`src/hw/rtl/sqf_pkg.sv`:
```
// Shared types and character constants for the straight-to-curly quote filter.
package sqf_pkg;

  localparam int CP_BITS  = 21;
  localparam int OUT_SPACE_BITS = 16;
  localparam int IN_TDATA_BITS  = 24;
  localparam int OUT_TDATA_BITS = 40;

  localparam logic [CP_BITS-1:0] CH_LF    = 21'h00000A;
  localparam logic [CP_BITS-1:0] CH_CR    = 21'h00000D;
  localparam logic [CP_BITS-1:0] CH_SP    = 21'h000020;
  localparam logic [CP_BITS-1:0] CH_DQ    = 21'h000022;
  localparam logic [CP_BITS-1:0] CH_OPEN  = 21'h00201C;
  localparam logic [CP_BITS-1:0] CH_CLOSE = 21'h00201D;

  localparam logic REG_OLD_STYLE_MODE = 1'b0;

  typedef struct packed {
    logic                      last;
    logic                      warn_open_before_space;
    logic                      warn_close_after_space;
    logic [OUT_SPACE_BITS-1:0] spaces_before;
    logic [CP_BITS-1:0]        code_point;
  } result_t;

  typedef struct packed {
    logic [1:0] count;
    result_t    first;
    result_t    second;
  } emit_t;

endpackage

```
`src/hw/rtl/sqf_core.sv`:
```
// Per-character quote and whitespace state with result generation.
module sqf_core #(
  parameter int SPACE_COUNT_BITS = 16
) (
  input  logic                        clk,
  input  logic                        rst,
  input  logic                        take,
  input  logic [sqf_pkg::CP_BITS-1:0] code_point,
  input  logic                        old_style_mode,
  output sqf_pkg::emit_t              emit
);

  logic                        inside_quote, inside_quote_next;
  logic [SPACE_COUNT_BITS-1:0] spaces_before_cr, spaces_before_cr_next;
  logic                        cr_held, cr_held_next;
  logic [SPACE_COUNT_BITS-1:0] spaces_held, spaces_held_next;
  logic                        line_has_text, line_has_text_next;
  logic                        open_check_pending, open_check_pending_next;
  logic                        open_warn_pending, open_warn_pending_next;

  logic [sqf_pkg::OUT_SPACE_BITS-1:0] sh_sat, cr_sat;
  logic                               sh_nz;

  assign sh_nz = (spaces_held != '0);

  if (SPACE_COUNT_BITS > sqf_pkg::OUT_SPACE_BITS) begin : g_sat
    assign sh_sat = (|spaces_held[SPACE_COUNT_BITS-1:sqf_pkg::OUT_SPACE_BITS]) ?
                    '1 : spaces_held[sqf_pkg::OUT_SPACE_BITS-1:0];
    assign cr_sat = (|spaces_before_cr[SPACE_COUNT_BITS-1:sqf_pkg::OUT_SPACE_BITS]) ?
                    '1 : spaces_before_cr[sqf_pkg::OUT_SPACE_BITS-1:0];
  end else begin : g_ext
    assign sh_sat = sqf_pkg::OUT_SPACE_BITS'(spaces_held);
    assign cr_sat = sqf_pkg::OUT_SPACE_BITS'(spaces_before_cr);
  end

  logic                        is_lf, is_cr, is_sp, is_dq;
  logic                        ocp, owp, prev_space;
  logic [sqf_pkg::CP_BITS-1:0] glyph;
  logic                        wclose;

  assign is_lf = (code_point == sqf_pkg::CH_LF);
  assign is_cr = (code_point == sqf_pkg::CH_CR);
  assign is_sp = (code_point == sqf_pkg::CH_SP);
  assign is_dq = (code_point == sqf_pkg::CH_DQ);

  always_comb begin
    // resolve look-ahead of a preceding open quote
    ocp = open_check_pending;
    owp = open_warn_pending;
    if (open_check_pending) begin
      if (cr_held) begin
        if (is_lf && !sh_nz) owp = 1'b1;
        ocp = 1'b0;
      end else if (!is_cr) begin
        if (is_sp || is_lf) owp = 1'b1;
        ocp = 1'b0;
      end
    end

    prev_space = sh_nz || (!cr_held && !line_has_text);
    glyph      = code_point;
    wclose     = 1'b0;
    if (is_dq) begin
      glyph  = inside_quote ? sqf_pkg::CH_CLOSE : sqf_pkg::CH_OPEN;
      wclose = inside_quote && prev_space;
    end

    emit = '0;
    emit.first.warn_open_before_space = owp;
    emit.first.code_point    = sqf_pkg::CH_CR;
    emit.first.spaces_before = cr_sat;

    inside_quote_next       = inside_quote;
    spaces_before_cr_next   = spaces_before_cr;
    cr_held_next            = cr_held;
    spaces_held_next        = spaces_held;
    line_has_text_next      = line_has_text;
    open_check_pending_next = ocp;

    priority if (is_lf) begin
      if (cr_held && sh_nz) begin
        emit.count = 2'd2;
        emit.second.code_point = sqf_pkg::CH_LF;
        emit.second.last       = 1'b1;
      end else begin
        emit.count = 2'd1;
        emit.first.code_point    = sqf_pkg::CH_LF;
        emit.first.spaces_before = '0;
        emit.first.last          = 1'b1;
      end
      if (!(line_has_text || (cr_held && sh_nz)) || old_style_mode)
        inside_quote_next = 1'b0;
      spaces_held_next        = '0;
      spaces_before_cr_next   = '0;
      cr_held_next            = 1'b0;
      line_has_text_next      = 1'b0;
      open_check_pending_next = 1'b0;
    end else if (is_sp) begin
      if (spaces_held != '1)
        spaces_held_next = SPACE_COUNT_BITS'(spaces_held + 1'b1);
    end else if (is_cr) begin
      if (cr_held) begin
        emit.count = 2'd1;
        emit.first.last    = 1'b1;
        line_has_text_next = 1'b1;
      end
      cr_held_next          = 1'b1;
      spaces_before_cr_next = spaces_held;
      spaces_held_next      = '0;
    end else begin
      if (is_dq) inside_quote_next = !inside_quote;
      if (cr_held) begin
        emit.count = 2'd2;
        emit.second.code_point             = glyph;
        emit.second.spaces_before          = sh_sat;
        emit.second.warn_close_after_space = wclose;
        emit.second.last                   = 1'b1;
      end else begin
        emit.count = 2'd1;
        emit.first.code_point             = glyph;
        emit.first.spaces_before          = sh_sat;
        emit.first.warn_close_after_space = wclose;
        emit.first.last                   = 1'b1;
      end
      cr_held_next          = 1'b0;
      spaces_before_cr_next = '0;
      spaces_held_next      = '0;
      line_has_text_next    = 1'b1;
      if (is_dq && !inside_quote) open_check_pending_next = 1'b1;
    end

    open_warn_pending_next = (emit.count != 2'd0) ? 1'b0 : owp;
  end

  always_ff @(posedge clk) begin
    if (rst) begin
      inside_quote       <= 1'b0;
      spaces_before_cr   <= '0;
      cr_held            <= 1'b0;
      spaces_held        <= '0;
      line_has_text      <= 1'b0;
      open_check_pending <= 1'b0;
      open_warn_pending  <= 1'b0;
    end else if (take) begin
      inside_quote       <= inside_quote_next;
      spaces_before_cr   <= spaces_before_cr_next;
      cr_held            <= cr_held_next;
      spaces_held        <= spaces_held_next;
      line_has_text      <= line_has_text_next;
      open_check_pending <= open_check_pending_next;
      open_warn_pending  <= open_warn_pending_next;
    end
  end

endmodule

```
`src/hw/rtl/sqf_outq.sv`:
```
// Four-entry result buffer taking up to two results per cycle.
module sqf_outq (
  input  logic             clk,
  input  logic             rst,
  input  logic             wr,
  input  sqf_pkg::emit_t   emit,
  output logic             room,
  output logic             valid,
  input  logic             take,
  output sqf_pkg::result_t head
);

  sqf_pkg::result_t mem [4];
  logic [1:0] wptr, rptr;
  logic [2:0] count;
  logic [1:0] nwr;

  assign nwr   = wr ? emit.count : 2'd0;
  assign room  = (count <= 3'd2);
  assign valid = (count != 3'd0);
  assign head  = mem[rptr];

  always_ff @(posedge clk) begin
    if (nwr != 2'd0) mem[wptr] <= emit.first;
    if (nwr == 2'd2) mem[2'(wptr + 2'd1)] <= emit.second;
  end

  always_ff @(posedge clk) begin
    if (rst) begin
      wptr  <= '0;
      rptr  <= '0;
      count <= '0;
    end else begin
      wptr  <= 2'(wptr + nwr);
      rptr  <= 2'(rptr + {1'b0, take});
      count <= 3'(count + {1'b0, nwr} - {2'b00, take});
    end
  end

endmodule

```
`src/hw/rtl/straight_to_curly_quote_filter_unit.sv`:
```
// Top level: stream ports, config register, filter core and result buffer.
// An accepted request's results are registered in the buffer behind those held.
// Throughput: one request per cycle; a request yields zero, one or two results,
// and the four-entry buffer drains one result per cycle while m_tready is high.
// Input is ready while the buffer has room for two results.
// Reset (rst, synchronous) clears quote/space state, the buffer and the mode bit.
module straight_to_curly_quote_filter_unit #(
  parameter int SPACE_COUNT_BITS = 16
) (
  input  logic                               clk,
  input  logic                               rst,
  input  logic                               s_tvalid,
  output logic                               s_tready,
  input  logic [sqf_pkg::IN_TDATA_BITS-1:0]  s_tdata,  // [20:0] code_point
  output logic                               m_tvalid,
  input  logic                               m_tready,
  // [20:0] out_code_point, [36:21] spaces_before, [37] warn_close_after_space,
  // [38] warn_open_before_space
  output logic [sqf_pkg::OUT_TDATA_BITS-1:0] m_tdata,
  output logic                               m_tlast,
  input  logic                               psel,
  input  logic                               penable,
  input  logic                               pwrite,
  input  logic [2:0]                         paddr,
  input  logic [31:0]                        pwdata,
  output logic [31:0]                        prdata,
  output logic                               pready
);

  logic             old_style_mode;
  logic             take;
  sqf_pkg::emit_t   emit;
  sqf_pkg::result_t head;

  assign pready = 1'b1;
  assign prdata = (paddr[2] == sqf_pkg::REG_OLD_STYLE_MODE) ? {31'd0, old_style_mode} : '0;

  always_ff @(posedge clk) begin
    if (rst) begin
      old_style_mode <= 1'b0;
    end else if (psel && penable && pwrite && pready &&
                 paddr[2] == sqf_pkg::REG_OLD_STYLE_MODE) begin
      old_style_mode <= pwdata[0];
    end
  end

  assign take = s_tvalid && s_tready;

  sqf_core #(.SPACE_COUNT_BITS(SPACE_COUNT_BITS)) u_core (
    .clk            (clk),
    .rst            (rst),
    .take           (take),
    .code_point     (s_tdata[sqf_pkg::CP_BITS-1:0]),
    .old_style_mode (old_style_mode),
    .emit           (emit)
  );

  sqf_outq u_outq (
    .clk   (clk),
    .rst   (rst),
    .wr    (take),
    .emit  (emit),
    .room  (s_tready),
    .valid (m_tvalid),
    .take  (m_tvalid && m_tready),
    .head  (head)
  );

  assign m_tdata = {1'b0, head.warn_open_before_space, head.warn_close_after_space,
                    head.spaces_before, head.code_point};
  assign m_tlast = head.last;

endmodule

```
`config.mk`:
```
export PLATFORM = sky130hd
export DESIGN_NAME = straight_to_curly_quote_filter_unit
export DESIGN_NICKNAME = d
export VERILOG_FILES = /design/src/hw/rtl/sqf_pkg.sv /design/src/hw/rtl/sqf_core.sv /design/src/hw/rtl/sqf_outq.sv /design/src/hw/rtl/straight_to_curly_quote_filter_unit.sv
export SDC_FILE = /design/constraint.sdc
export NUM_CORES = 1
export LEC_CHECK = 0
export ABC_CLOCK_PERIOD_IN_PS = 12900
export BUFFER_PORTS_ARGS = -buffer_cell sky130_fd_sc_hd__buf_2
export CORE_MARGIN = 2
export CORE_UTILIZATION = 50
export DETAILED_ROUTE_END_ITERATION = 7
export HOLD_SLACK_MARGIN = 0.15
export PLACE_DENSITY = 0.76
export SLEW_MARGIN = 30
export SYNTH_ARGS = -nofsm -noshare
export SYNTH_HDL_FRONTEND = slang
export SYNTH_SLANG_ARGS = --single-unit
```
`constraint.sdc`:
```
create_clock -name clk -period 12.9 [get_ports clk]
set_input_delay 3.225 -clock clk [delete_from_list [all_inputs] [get_ports clk]]
set_output_delay 3.225 -clock clk [all_outputs]
set_load 0.02 [all_outputs]
```
==> results_dict.tcl <==
set metrics [dict create \
    p_per_area_nw_per_um2 168.8 \
    die_h_um 147.9 \
    min_from "u_outq.mem[0][38]" \
    n_antenna_cell 0 \
    p_leak_nw 3.935 \
    fin_skew_ns 0.01059 \
    synth_area_um2 10350 \
    timing.slew.headroom_pct 25.71 \
    ys_seq_area_share_pct 54.75 \
    clk_pin_slew_ns 0.06 \
    route.detailed.drc 0 \
    place.gp.congestion 0.9432 \
    max_stage_delay_ns 0.83 \
    setup_ws_ns 5.950 \
    cts_tree "done" \
    layout_commonest_cell "edfxtp_1" \
    setup_tns_ns 0 \
    clkSinkCount 205 \
    post-route-min-period_ns 6.950 \
    reg2reg_depth 6 \
    drtIter0Drc 1049 \
    syn_inst 822 \
    nets 930 \
    worstPathRequired_ns 13.03 \
    cap_viol_max_count 0 \
    post-cts-setup-buffers 0 \
    portBuffers 72 \
    path_cells "buf_2, nor4_4, nand4_4, or2_1, inv_4, ha_1, nor2b_1, a31o_2, nand2_1, nand2_4" \
    synth_edf_count 156 \
    postCtsHoldBufs 0 \
    dieArea_um2 21860 \
    layout_common_cells "156 x edfxtp_1, 79 x o22ai_1, 72 x buf_2, 47 x dfxtp_1, 40 x mux4_2" \
    final-instance-count-excl-fill 1142 \
    hold_end "u_outq.mem[0][38]" \
    dieWidth_um 147.9 \
    yosys_warnings 0 \
    peakVddDrop_uv 91.42 \
    ys_ff_latch 205 \
    antenna_found_initial 0 \
    drt-total-wl_mm 25.79 \
    critPathArrivalTime_ns 7.08 \
    synth_cell_types 71 \
    critPathMaxFanout 39 \
    ctsResizeCount 0 \
    ant_nets 0 \
    cts_buffer_depth 3 \
    finalSetupViolCount 0 \
    total_power_mw 1.943 \
    grt_pass1_vias 7174 \
    area_growth_pct 11.23 \
    endpoint_kind "register" \
    clkLatencyLatePin_ns 0.50 \
    rsz0062_at_grt "no" \
    layout-drive-gt1-share_pct 22.59 \
    num_rows 52 \
    grt_pass1_wl_mm 39.68 \
    cts-root-buf "clkbuf_16" \
    grt-ovfl-total 0 \
    synth_ff_type "edfxtp_1" \
    tightest_slew_ns 1.112 \
    fmax_mhz 143.9 \
    drv_slew 0 \
    critPathKind "in2reg" \
    core_um2 20300 \
    cts_max_level 1 \
    num_vias 7303 \
    final_util_pct 56.70 \
    syn_avg_cell_area_um2 12.59 \
    final_hold_viol_count 0 \
    io-pin-count 142 \
    grt_usage_pct 23.21 \
    viasPerCell 6.395 \
    numCtsBuffers 22 \
    rr_startpoint "u_core.cr_held" \
    fin_crit_sh_pct 53.88 \
    outcome "completed" \
    crit_path_start_kind "input pin" \
    grt_max_degree 41 \
    start_util_pct 50.97 \
    fillCellCount 1649 \
    reg2reg_to "u_outq.mem[3][18]" \
    firstDrtPassIters 6 \
    hold_depth 1 \
    crit_slowest_cell "nand2_4" \
    dpl.hpwl_mm 15.87 \
    synth_async_sr_flop_share_pct 0 \
    wl_per_cell_um 22.58 \
    hp-class "reg2reg" \
    dp_cells 1102 \
    timing.reg2reg.setup_slack_ns 8.84 \
    dp_slack_ns 5.506 \
]
-- where the power goes --
group | switching (mW) | total, mW | leakage, nW | internal, mW
combinational | 0.267 | 0.436 | 1.73 | 0.169
clock | 0.259 | 0.704 | 0.398 | 0.445
sequential | 0.0292 | 0.803 | 1.81 | 0.774
total | 0.556 | 1.94 | 3.94 | 1.39
-- metrics by stage --
step,hold WS (ns),cell area (um2)
final,0.4645,11510
after global routing,0.4818,11510
after CTS,0.4635,11490
after detailed placement,0.4490,10680
after global placement,0.4439,10670
after floorplan,0.4271,10460
-- metal layers --
layer / share of wire (%) / global-route usage, % / vias up
met5: 0 / 0 / -
met4: 2.7 / 9.286 / 0
met3: 9.8 / 3.735 / 53
met2: 48 / 37.98 / 450
met1: 39 / 31.28 / 3559
li1: - / - / 3241
-- critical path: cells and delay by family --
kind	cells	cell delay [ns]
AOI/OAI and AO/OA	1	0.40
adders and majority gates	1	0.29
and+or+nand+nor	6	2.81
buffers and inverters	2	0.31
-- cells by family (layout without fill, tap and decap cells) --
kind of cell	count (synthesis)	in the layout	share of synthesized area, %
compound gates	236	236	17.26
other cells	2	33	0.07258
fa+ha+maj	8	8	1.040
buf+inv	115	134	5.985
xor+xnor	7	7	0.7255
simple gates	207	207	11.27
flops	205	205	54.75
mux	42	42	8.900
-- cell usage after synthesis, types with 6 or more instances --
library cell	instances	area, um2
edfxtp_1	156	4684
o22ai_1	79	494.2
dfxtp_1	49	980.9
nand2_1	42	157.7
mux4_2	40	900.9
clkbuf_1	39	146.4
nor2_1	36	135.1
buf_4	35	262.8
a21oi_1	25	125.1
nor2b_1	23	143.9
and2_1	19	118.9
buf_2	19	95.09
a22o_1	17	148.9
nand3_1	17	85.08
o21ai_0	17	85.08
a21boi_0	14	105.1
a21boi_1	14	105.1
nor3_1	13	65.06
inv_1	12	45.04
nand4_1	12	75.07
or3_1	11	68.82
a31oi_1	9	56.30
a22oi_4	8	170.2
o2bb2ai_1	8	70.07
ha_1	7	87.58
nor4_1	6	37.54
-- state kept, by name, summed over array words and instances, names as in the netlist, 2 cells and up --
name / count
u_outq.wptr: 2
u_outq.count: 3
u_outq.mem: 160
u_outq.rptr: 2
u_core.cr_sat: 16
u_core.sh_sat: 16
-- worst max-delay path by stage --
stage           startpoint           endpoint  slack [ns]  cells past startpoint
2_1_floorplan     paddr[2]          prdata[0]        6.15                      1
3_3_place_gp   s_tdata[20]   u_outq.mem[3][8]        5.20                     10
3_5_place_dp   s_tdata[20]   u_outq.mem[3][8]        5.51                     10
4_1_cts        s_tdata[20]  u_outq.mem[3][23]        6.02                     10
5_1_grt        s_tdata[20]  u_outq.mem[3][32]        5.84                     10
6_report       s_tdata[20]  u_outq.mem[3][18]        5.95                     10
-- cell type report --
class	count	area [um2]	area share, %
clock buffer	24	579.3	5.033
inverter	13	51.30	0.4457
tap	270	337.8	2.935
sequential	205	5668	49.24
clock inverter	16	236.5	2.055
multi-input combinational	533	4209	36.57
timing repair buffer	81	427.9	3.718
Power figures use the tool's default switching activity.
